### config.mk
export PLATFORM = sky130hd
export DESIGN_NAME = lrip_cordic
export DESIGN_NICKNAME = d
export VERILOG_FILES = /design/src/rtl/lrip_pkg.sv /design/src/rtl/lrip_cordic.sv
export SDC_FILE = /design/constraint.sdc
export NUM_CORES = 1
export LEC_CHECK = 0
export BUFFER_PORTS_ARGS = -buffer_cell sky130_fd_sc_hd__buf_4
export CAP_MARGIN = 20
export CORE_UTILIZATION = 25
export CTS_CLUSTER_SIZE = 24
export DETAILED_ROUTE_END_ITERATION = 10
export HOLD_SLACK_MARGIN = 0.03
export MAX_ROUTING_LAYER = met4
export PLACE_DENSITY_LB_ADDON = 0.3
export SYNTH_ARGS = -nofsm -noshare
export SYNTH_HDL_FRONTEND = slang
export SYNTH_SLANG_ARGS = --single-unit
export TNS_END_PERCENT = 30
### constraint.sdc
create_clock -name clk -period 13.8 [get_ports clk]
set_input_delay 2.76 -clock clk [delete_from_list [all_inputs] [get_ports clk]]
set_output_delay 2.76 -clock clk [all_outputs]
set_load 0.05 [all_outputs]
### src/rtl/lrip_pkg.sv
// Package with the transfer types, status codes and the arctangent table of the range image placer.
`default_nettype none
package lrip_pkg;

  // One input item.
  typedef struct packed {
    logic              action;
    logic signed [23:0] pos_x;
    logic signed [23:0] pos_y;
    logic              missing;
  } in_item_t;

  // One result item.
  typedef struct packed {
    logic [5:0]  row;
    logic [10:0] column;
    logic [16:0] point_number;
    logic [2:0]  status;
  } out_item_t;

  // Placement status codes.
  localparam logic [2:0] ST_OWN       = 3'd0;
  localparam logic [2:0] ST_RIGHT     = 3'd1;
  localparam logic [2:0] ST_LEFT      = 3'd2;
  localparam logic [2:0] ST_OVERWROTE = 3'd3;
  localparam logic [2:0] ST_MISSING   = 3'd4;
  localparam logic [2:0] ST_EXHAUSTED = 3'd5;
  localparam logic [2:0] ST_CLEARED   = 3'd6;

  // Register indexes on the configuration port.
  localparam logic REG_SHIFT     = 1'b0;
  localparam logic REG_THRESHOLD = 1'b1;

  // CORDIC datapath.
  localparam int CORDIC_STEPS = 24;
  localparam int CORDIC_XW    = 51;

  // Occupancy words: 64 cells per memory word.
  localparam int WORD_BITS = 64;

  // Arctangent of 2^-i as a 32-bit fraction of a full turn.
  function automatic logic [31:0] atan_turn(input logic [4:0] i);
    logic [31:0] r;
    case (i)
      5'd0:  r = 32'h20000000;
      5'd1:  r = 32'h12E4051E;
      5'd2:  r = 32'h09FB385B;
      5'd3:  r = 32'h051111D4;
      5'd4:  r = 32'h028B0D43;
      5'd5:  r = 32'h0145D7E1;
      5'd6:  r = 32'h00A2F61E;
      5'd7:  r = 32'h00517C55;
      5'd8:  r = 32'h0028BE53;
      5'd9:  r = 32'h00145F2F;
      5'd10: r = 32'h000A2F98;
      5'd11: r = 32'h000517CC;
      5'd12: r = 32'h00028BE6;
      5'd13: r = 32'h000145F3;
      5'd14: r = 32'h0000A2FA;
      5'd15: r = 32'h0000517D;
      5'd16: r = 32'h000028BE;
      5'd17: r = 32'h0000145F;
      5'd18: r = 32'h00000A30;
      5'd19: r = 32'h00000518;
      5'd20: r = 32'h0000028C;
      5'd21: r = 32'h00000146;
      5'd22: r = 32'h000000A3;
      5'd23: r = 32'h00000051;
      default: r = 32'h0;
    endcase
    return r;
  endfunction

endpackage
`default_nettype wire

### src/rtl/lrip_cordic.sv
// Iterative CORDIC vectoring unit that turns (x, y) into a binary azimuth angle.
`default_nettype none
module lrip_cordic #(
  parameter int ANGLE_BITS = 16
) (
  input  wire logic                  clk,
  input  wire logic                  rst,
  input  wire logic                  start,
  input  wire logic signed [23:0]    pos_x,
  input  wire logic signed [23:0]    pos_y,
  output logic                       done,
  output logic [ANGLE_BITS-1:0]      angle
);

  localparam int XW = lrip_pkg::CORDIC_XW;
  localparam logic [31:0] ROUND_BIT = 32'(1) << (31 - ANGLE_BITS);

  logic                 busy;
  logic [4:0]           step;
  logic signed [XW-1:0] x;
  logic signed [XW-1:0] y;
  logic [31:0]          z;
  logic signed [XW-1:0] sx;
  logic signed [XW-1:0] sy;
  logic [31:0]          rounded;

  // Inputs scaled by 2^24.
  assign sx = XW'(pos_x) <<< 24;
  assign sy = XW'(pos_y) <<< 24;

  // One micro-rotation per cycle; the left half plane is folded over first.
  always_ff @(posedge clk) begin
    if (rst) begin
      busy <= 1'b0;
      done <= 1'b0;
    end else begin
      done <= 1'b0;
      if (start) begin
        step <= 5'd0;
        if (pos_x == 24'sd0 && pos_y == 24'sd0) begin
          z    <= 32'h0;
          done <= 1'b1;
        end else if (pos_x[23]) begin
          x    <= -sx;
          y    <= -sy;
          z    <= 32'h80000000;
          busy <= 1'b1;
        end else begin
          x    <= sx;
          y    <= sy;
          z    <= 32'h0;
          busy <= 1'b1;
        end
      end else if (busy) begin
        if (!y[XW-1]) begin
          x <= x + (y >>> step);
          y <= y - (x >>> step);
          z <= z + lrip_pkg::atan_turn(step);
        end else begin
          x <= x - (y >>> step);
          y <= y + (x >>> step);
          z <= z - lrip_pkg::atan_turn(step);
        end
        step <= step + 5'd1;
        if (step == 5'(lrip_pkg::CORDIC_STEPS - 1)) begin
          busy <= 1'b0;
          done <= 1'b1;
        end
      end
    end
  end

  // Round to the output angle width; the top bits wrap.
  assign rounded = z + ROUND_BIT;
  assign angle   = rounded[31 -: ANGLE_BITS];

endmodule
`default_nettype wire

# [Word-level counts from Yosys, hierarchy flattened]
# Memory sizes are Yosys's and may differ from the RTL's. A register that Yosys moved wholly into a read port is not among the register bits.
# Index checks and enable logic that the tools add are counted.
[classes] addsub=10 n_reduce_logical=6 muxes=36 shifts=2 n_eq_ne=2 bitwise=1
[op_table] operator="51-bit two-way mux" n=10
[op_table] operator="32-bit two-way mux" n=13
[op_table] operator="51-bit adder" n=2
[op_table] operator="48-bit negator with 51-bit output" n=2
[op_table] operator="51-bit by 5-bit >>> shifter with 51-bit output" n=2
[op_table] operator="51-bit subtractor" n=2
[op_table] operator="24-bit zero test" n=2
[op_table] operator="32-bit by 16-bit adder with 32-bit output (second input constant)" n=1
[op_table] operator="32-bit adder" n=1
[op_table] operator="32-bit subtractor" n=1
[op_table] operator="5-bit two-way mux" n=5
[op_table] operator="1-bit two-way mux" n=8
[op_table] operator="5-bit by 1-bit adder with 5-bit output (second input constant)" n=1
[op_table] operator="5-bit equality test (second input constant)" n=1
[op_table] operator="3-bit AND reduction" n=1
[op_table] operator="2-bit != test (second input constant)" n=1
[op_table] operator="2-bit AND reduction" n=1
[op_table] operator="2-bit nonzero test" n=1
[op_table] operator="1-bit logical AND" n=1
[op_table] operator="1-bit inverter" n=1
[totals] reg_bits=141 inputBits=51 mem_count=2 mem_bits_ro=1920
[memory_table] name="(name not given)" depth=32 word_bits=30 read_ports=1 rd_ports_with_merged_regs=1 write_ports=0 line="lrip_pkg.sv:44" text="case (i)"
[memory_table] name="(name not given)" depth=32 word_bits=30 read_ports=1 rd_ports_with_merged_regs=1 write_ports=0 line="lrip_pkg.sv:44"

# [Logic depth before layout (Yosys ltp)]
# Gate-level depths: netlist of run 1.
[logic_depth] depth_word=8 mapped_depth=35 mapped_depth_nobuf=28

# [Worst setup path after synthesis of run 1]
# No wires, ideal clock.
[synth_path] path_type="in2reg" from="input pos_y[0]" to="register x[0], enable pin" required_time_ns=13.204 stages=10 path_slack_ns=4.545 arrival_time_ns=8.659 n_path_buf=0 setup_ns=0.596 cell_sequence="inv_1 ha_1 nor2b_1 nand2_1 nor2_1 nand2_1 or4_1 nor4_1 and2_1 a21oi_1"
[synth_between] elab_chain_cells=4
[synth_rtl] element="from (decl)" line="lrip_cordic.sv:10" text="input wire logic signed [23:0] pos_y,"
[synth_rtl] element="24-bit zero test" line="lrip_cordic.sv:40" text="if (pos_x == 24'sd0 && pos_y == 24'sd0) begin"
[synth_rtl] element="1-bit logical AND" line="lrip_cordic.sv:40"
[synth_rtl] element="2-bit != test (no source line)"
[synth_rtl] element="3-bit AND reduction (no source line)"
[synth_rtl] element="to (signal assigned)" line="lrip_cordic.sv:44" text="x <= -sx;"
[synth_rtl] element="to (signal assigned)" line="lrip_cordic.sv:56" text="x <= x + (y >>> step);"
[synth_rtl] element="to (signal assigned)" line="lrip_cordic.sv:60" text="x <= x - (y >>> step);"
[synth_rtl] element="to (decl)" line="lrip_cordic.sv:20" text="logic signed [XW-1:0] x;"
# No other way between the ends.
# A chain may end at the register's enable or synchronous reset.

# [Worst setup path in the final report of run 1]
[layout_path] from="register step[1]" to="register x[50], data pin"
[layout_between] elab_chain_cells=5 word_cells_on_any_way=6 cone_classes="add/sub: 2; shift: 1; mux: 3"
[layout_rtl] element="from (decl)" line="lrip_cordic.sv:19" text="logic [4:0] step;"
[layout_rtl] element="from (signal assigned)" line="lrip_cordic.sv:64" text="step <= step + 5'd1;"
[layout_rtl] element="51-bit by 5-bit >>> shifter with 51-bit output *" line="lrip_cordic.sv:56, lrip_cordic.sv:60"
[layout_rtl] element="51-bit adder / 51-bit subtractor (equally long branches)" line="lrip_cordic.sv:56, lrip_cordic.sv:60"
[layout_rtl] element="51-bit two-way mux *" line="lrip_cordic.sv:55" text="if (!y[XW-1]) begin"
[layout_rtl] element="51-bit two-way mux *" line="lrip_cordic.sv:54" text="end else if (busy) begin"
[layout_rtl] element="51-bit two-way mux *" line="lrip_cordic.sv:38" text="if (start) begin"
# Mark *: on every way between the ends. The rest lies on a longest branch, timed or not. The select of a mux whose other input is x is not followed.

==> summary.txt, run 1 <==
flip-flop cell with the highest count after synthesis = sky130_fd_sc_hd__edfxtp_1
average cell area after synthesis = 8.45 µm²
nature of the critical path startpoint = flop
startpoint of the worst setup timing path = step[1]
most prevalent standard cell on the critical path = sky130_fd_sc_hd__o21ai_0
final core utilization = 0.274
data arrival time of the worst path = 8.70 ns
Vias = 24.8k
die outline width = 323 µm
library cell used as clock root buffer = sky130_fd_sc_hd__clkbuf_16
total congestion overflow after global routing = 0
post-detailed-placement half-perimeter wirelength = 74300 µm
Post-synth EDFFs = 139
final count of hold timing violations = 0
post-detailed-routing wire length = 97700 µm
starting utilization of the core area = 0.253
proportion of power drawn by combinational gates = 0.699
clock net sink count = 171
final cell count without fillers = 4360
standard cell core area = 102000 µm²
clock edge transition at the registers on the reported setup and hold paths = 0.08 ns
cell types with the largest area share after synthesis = sky130_fd_sc_hd__edfxtp_1, sky130_fd_sc_hd__mux4_2, sky130_fd_sc_hd__ha_1
r2r setup slk = 5.44 ns
Peak Freq = 0.120 GHz
placement row count = 117
result of the run = finished, final reports clean
flops & latches, synth = 171
chip height = 323 µm
port bufs = 67
share of the synthesized area in the top cell type = 0.162
summed instance area of the synthesized netlist = 25700 µm²
slowest stage delay, CP = 0.89 ns
startpoint of the most critical hold path = busy
Async SR Flop Fraction = 0
switching power as a share of total power = 0.508
diodes inserted = 0
dpl cells = 4328
cell type with the highest aggregate area in the netlist = sky130_fd_sc_hd__edfxtp_1
Post-Route Skew = 0.0128 ns
Net count, final = 3180
clock latency on the worst-skew pair = 0.52 ns
CTS tree = built
signed area change from the synthesized netlist to the final layout = 8.55%
total internal power = 0.00251 W
final period utilization = 0.606
wire length of the first global-routing pass = 147000 µm
fin crit period = 8.36 ns
Power Density = 183 nW/µm²
leakage power total = 10.5 nW
critical-path cell with the highest stage delay = sky130_fd_sc_hd__nor3_1
net count after synthesis = 3247
R2R cell count = 24
clock network power share = 0.100
number of buffers added to fix hold violations after cts = 0
number of remaining DRC errors = 0
highest net fanout along the worst path = 59
Crit. End Element = flop
worst relative slew slack = 0.230
final weighted congestion in routability-driven placement = 1.02
remaining antenna violation count after routing = 0
number of global-route vias before repair = 22.9k
number of antenna violations at the first check in global routing = 0
setup repair after global routing missed its margin = false
commonest cells after routing, fill and taps aside = sky130_fd_sc_hd__nor2_1, sky130_fd_sc_hd__nand2_1, sky130_fd_sc_hd__a21oi_1, sky130_fd_sc_hd__xnor2_1, sky130_fd_sc_hd__o21ai_0
register share of total power = 0.201
total negative slack = 0 ns
Worst Max-Slew Pin Slew = 1.15 ns
Hold Path End = busy
endpoints failing setup = 0
endpoint of the worst-slack reg-to-reg timing path = x[50]
die outline area = 104000 µm²
Boundary Pins = 68
total routing resource utilization after global routing = 0.189
r2r startpoint = step[1]
post-synthesis sequential area ratio = 0.187
count of pins over their slew limit = 0
Routed WL per cell = 22.4 µm
number of clock buffers inserted by TritonCTS = 17
most common library cell in the layout ignoring fill and taps = sky130_fd_sc_hd__nor2_1
1st-iter DRT viols = 2623
HP Class = flop to flop
post-synthesis cell type count = 93
First-pass DRT Iterations = 6
CP Cell Sequence = buf_4 -> buf_4 -> mux4_2 -> mux2i_1 -> o22ai_1 -> nor3_1 -> and4_1 -> nand4_1 -> or4_4 -> nor2_1 -> a31oi_1 -> o211ai_1 -> o21a_1 -> ha_1 -> nor2b_1 -> o21ai_0 -> nand2b_1 -> a21oi_1 -> o21ai_0 -> a21oi_1 -> o21ai_0 -> o311ai_0 -> a21boi_0 -> o311ai_1
Worst VDD drop = 0.105 mV
Synth warnings = 0
Avg Vias per Cell = 5.68
sw power = 0.00260 W
count of cells resized by post-cts repair = 0
Worst Setup Path Type = flop to flop
maximum number of pins on one net before global-route repair = 62
Max Buffers Root-to-Sink = 2
setup repair bufs after CTS = 0
number of instances in the synthesized netlist = 3046
number of maximum-capacitance constraint violations = 0
layout cells sized above 1 = 0.126
data required time of the critical path = 14.14 ns
number of cells traversed by the worst hold path = 2
level count of the clock H-tree = 4
[routing by layer]
layer  GRT usage  share of wire  vias to the layer above  wire (µm)
met2       0.275           0.43                     1029      42400
met5           -              0                        -          0
met1       0.264           0.46                    12200      44900
met3      0.0337          0.077                      151       7490
met4      0.0573          0.029                        0       2860
li1            -              -                    11400          -
[synth_stat cells (54+ instances only)]
| cell | count |
|---|---|
| sky130_fd_sc_hd__mux2_2 | 76 |
| sky130_fd_sc_hd__a21oi_1 | 257 |
| sky130_fd_sc_hd__ha_1 | 147 |
| sky130_fd_sc_hd__clkbuf_1 | 93 |
| sky130_fd_sc_hd__mux2i_1 | 125 |
| sky130_fd_sc_hd__mux4_2 | 120 |
| sky130_fd_sc_hd__nand3_1 | 59 |
| sky130_fd_sc_hd__inv_1 | 75 |
| sky130_fd_sc_hd__xnor2_1 | 179 |
| sky130_fd_sc_hd__nor3_1 | 57 |
| sky130_fd_sc_hd__a21o_1 | 74 |
| sky130_fd_sc_hd__edfxtp_1 | 139 |
| sky130_fd_sc_hd__a31oi_1 | 54 |
| sky130_fd_sc_hd__nor2_1 | 289 |
| sky130_fd_sc_hd__o21ai_0 | 153 |
| sky130_fd_sc_hd__nand2_1 | 260 |
| sky130_fd_sc_hd__xor2_1 | 111 |
[power by group through the flow]
stage                     sequential [W]  combinational [W]  clock, W
after floorplan                 0.000892            0.00274         0
after global routing             0.00104            0.00392  0.000543
after CTS                        0.00102            0.00352  0.000530
final                            0.00103            0.00357  0.000512
after global placement           0.00103            0.00352         0
after detailed placement         0.00103            0.00350         0
[logic make-up (layout without fill, tap and decap cells)]
logic type | count (synthesis) | after routing | synth area share
AND/OR/NAND/NOR | 954 | 954 | 0.178
AO/OA/AOI/OAI | 883 | 883 | 0.223
multiplexers | 327 | 327 | 0.192
adder cells (fa/ha/maj) | 150 | 150 | 0.0738
flip-flops | 171 | 171 | 0.187
buffers and inverters | 271 | 217 | 0.0475
XOR/XNOR | 290 | 290 | 0.0987
[final cells by class]
type | instances | area, µm²
Fill cell | 11000 | 74000
Multi-Input combinational cell | 2604 | 19700
Sequential cell | 171 | 4810
Tap cell | 1368 | 1710
Timing Repair Buffer | 108 | 815
Clock buffer | 18 | 450
Inverter | 77 | 289
Clock inverter | 14 | 123
[critical path, delay by kind of cell (launching register included)]
family,cells,cell delay [ns]
and+or+nand+nor,7,2.83
buffers and inverters,2,1.32
DFF,1,0.36
muxes,2,0.95
adders and majority gates,1,0.28
AOI/OAI and AO/OA,12,2.33
[worst max path at each step]
stage,end,slack [ns],cells past startpoint
5_1_grt,x[50],4.80,24
3_5_place_dp,x[50],5.67,24
6_report,x[50],5.44,24
3_3_place_gp,x[43],5.70,22
4_1_cts,x[50],5.63,24
2_1_floorplan,x[0],4.55,10
[metrics by stage]
step	total power, W	hold slack, ns	cell area, µm²	setup WS [ns]
floorplan	0.00363	0.456	25700	4.55
global placement	0.00456	0.491	27400	5.70
detailed placement	0.00453	0.494	27400	5.67
CTS	0.00507	0.516	27900	5.63
global route	0.00550	0.577	27900	4.80
finish	0.00511	0.512	27900	5.44
Power figures use the tool's default switching activity.
==> inputs of run 2 (changes only) <==
--- a/config.mk
+++ b/config.mk
@@ -5,6 +5,7 @@
 export SDC_FILE = /design/constraint.sdc
 export NUM_CORES = 1
 export LEC_CHECK = 0
+export ABC_AREA = 1
 export BUFFER_PORTS_ARGS = -buffer_cell sky130_fd_sc_hd__buf_4
 export CAP_MARGIN = 20
 export CORE_UTILIZATION = 25
==> constraint.sdc (replaced) <==
create_clock -name clk -period 8 [get_ports clk]
set_input_delay 1.6 -clock clk [delete_from_list [all_inputs] [get_ports clk]]
set_output_delay 1.6 -clock clk [all_outputs]
set_load 0.05 [all_outputs]
==> run 2 against run 1 <==
  * Utilization fell by 0.094 points
  * Register-to-register slack got worse by 4.3 ns
  * Clock skew rose by 0.027 ns
  * Combinational power rose by 13%
  * Critical path type unchanged
==> summary.txt, run 2 <==
Worst Max-Slew Pin Slew = 1.14 ns
number of maximum-capacitance constraint violations = 0
total congestion overflow after global routing = 0
starting utilization of the core area = 0.252
cell type with the highest aggregate area in the netlist = sky130_fd_sc_hd__nand2_1
number of global-route vias before repair = 26.9k
diodes inserted = 0
Peak Freq = 0.146 GHz
placement row count = 118
slowest stage delay, CP = 0.75 ns
fin crit period = 6.86 ns
First-pass DRT Iterations = 6
share of the synthesized area in the top cell type = 0.171
clock net sink count = 171
number of remaining DRC errors = 0
number of antenna violations at the first check in global routing = 1
wire length of the first global-routing pass = 160000 µm
Crit. End Element = flop
layout cells sized above 1 = 0.0670
post-detailed-placement half-perimeter wirelength = 85400 µm
signed area change from the synthesized netlist to the final layout = 8.23%
port bufs = 67
top-count cell post-synth = sky130_fd_sc_hd__nand2_1
Worst Setup Path Type = flop to flop
Routed WL per cell = 18.4 µm
maximum number of pins on one net before global-route repair = 121
remaining antenna violation count after routing = 0
highest net fanout along the worst path = 56
cell types with the largest area share after synthesis = sky130_fd_sc_hd__nand2_1, sky130_fd_sc_hd__edfxtp_1, sky130_fd_sc_hd__nand3_1
Power Density = 226 nW/µm²
standard cell core area = 103000 µm²
count of cells resized by post-cts repair = 0
data required time of the critical path = 8.25 ns
critical-path cell with the highest stage delay = sky130_fd_sc_hd__inv_2
data arrival time of the worst path = 7.11 ns
layout filler cell count = 11.8k
number of clock buffers inserted by TritonCTS = 17
post-detailed-routing wire length = 105000 µm
final count of hold timing violations = 0
Avg Vias per Cell = 5.13
count of pins over their slew limit = 0
Vias = 29.4k
die outline area = 106000 µm²
Synth warnings = 0
Boundary Pins = 68
clock latency on the worst-skew pair = 0.54 ns
area of all sequential standard cells = 4810 µm²
area used by multi-input combinational logic = 18600 µm²
CP Cell Sequence = inv_2 -> buf_4 -> o211ai_1 -> o21ai_0 -> o21ai_1 -> o21ai_0 -> o21ai_2 -> ha_1 -> o21ai_0 -> fa_1 -> nand3_1 -> nand2_1 -> a21oi_1 -> o21ai_0 -> a21boi_0 -> o21ai_0 -> nand3_1 -> o211ai_1 -> a21oi_1 -> o21ai_0 -> o21ai_0
nature of the critical path startpoint = flop
total negative slack = 0 ns
net count after synthesis = 4596
clock edge transition at the registers on the reported setup and hold paths = 0.09 ns
final period utilization = 0.857
final cell count without fillers = 5726
flip-flop cell with the highest count after synthesis = sky130_fd_sc_hd__edfxtp_1
leakage power total = 12.9 nW
number of instances in the synthesized netlist = 4395
flops & latches, synth = 171
die outline width = 325 µm
synth cell count leaders = sky130_fd_sc_hd__nand2_1, sky130_fd_sc_hd__nand3_1, sky130_fd_sc_hd__inv_1
setup repair after global routing missed its margin = false
Max Buffers Root-to-Sink = 2
most prevalent standard cell on the critical path = sky130_fd_sc_hd__o21ai_0
CTS tree = built
final weighted congestion in routability-driven placement = 0.992
Worst VDD drop = 0.159 mV
dpl cells = 5694
Post-Route Skew = 0.0401 ns
Async SR Flop Fraction = 0
chip height = 325 µm
HP Class = flop to flop
library cell used as clock root buffer = sky130_fd_sc_hd__clkbuf_16
worst relative slew slack = 0.242
endpoints failing setup = 0
level count of the clock H-tree = 4
most common library cell in the layout ignoring fill and taps = sky130_fd_sc_hd__nand2_1
post-synthesis cell type count = 69
post-synthesis sequential area ratio = 0.184
total routing resource utilization after global routing = 0.199
summed instance area of the synthesized netlist = 26100 µm²
Post-synth EDFFs = 139
result of the run = finished, final reports clean
commonest cells after routing, fill and taps aside = sky130_fd_sc_hd__nand2_1, sky130_fd_sc_hd__nand3_1, sky130_fd_sc_hd__inv_1, sky130_fd_sc_hd__nor2_1, sky130_fd_sc_hd__a21oi_1
average cell area after synthesis = 5.95 µm²
number of buffers added to fix hold violations after cts = 0
setup repair bufs after CTS = 0
1st-iter DRT viols = 2881
Net count, final = 4534
-- run 2: critical path, delay by kind of cell, from the launching register on --
kind	cells	cell delay, ns
AO/OA/AOI/OAI	14	3.59
adder cells (fa/ha/maj)	2	0.81
buffers and inverters	2	1.31
flip-flops	1	0.40
AND/OR/NAND/NOR	3	0.42
-- run 2: cells by family after synthesis --
logic type,synth area share
compound gates,0.189
xor+xnor,0.0429
fa+ha+maj,0.0727
buf+inv,0.103
flops,0.184
mux,0.000383
simple gates,0.408
-- run 2: final timing paths --
check / end / slack (ns) / from / cells after the start
setup / recovery: x[46] / 1.14 / step[1] / 21
hold / removal: done / 0.53 / busy / 2
setup reg to reg: x[46] / 1.14 / step[1] / 21
hold reg to reg: done / 0.53 / busy / 2
-- run 2: metal layers --
metal	track usage	vias to the layer above	routed length (µm)
met3	0.0182	116	5440
met2	0.310	922	47300
met5	-	-	0
met4	0.0573	0	2710
li1	-	14700	-
met1	0.272	13700	49900
-- run 2: metrics by stage --
| step | total power [W] | setup slack (ns) | utilization | hold WS [ns] | instance area (µm²) |
|---|---|---|---|---|---|
| 2_1_floorplan | 0.00422 | 2.86 | - | 0.468 | 26100 |
| 3_3_place_gp | 0.00537 | 1.32 | 0.267 | 0.515 | 27600 |
| 3_5_place_dp | 0.00537 | 1.33 | 0.267 | 0.513 | 27600 |
| 4_1_cts | 0.00637 | 1.30 | 0.273 | 0.533 | 28300 |
| 5_1_grt | 0.00692 | 0.687 | 0.273 | 0.570 | 28300 |
| 6_report | 0.00639 | 1.14 | 0.273 | 0.529 | 28300 |
-- run 2: layout make-up --
class | count | area share
flip-flops and latches | 171 | 0.170
inverters | 450 | 0.0601
multi-input cells | 3596 | 0.659
clock inverters | 15 | 0.00743
well taps | 1380 | 0.0611
repair buffers | 97 | 0.0271
clock buffers | 17 | 0.0150
-- run 2: report_power, final --
part / internal [W] / leakage [nW] / switching, W / total [W]
Combinational: 0.00128 / 11.0 / 0.00278 / 0.00405
Clock: 0.000437 / 0.307 / 0.000537 / 0.000975
Sequential: 0.00118 / 1.61 / 0.000184 / 0.00137
Total: 0.00290 / 12.9 / 0.00350 / 0.00639
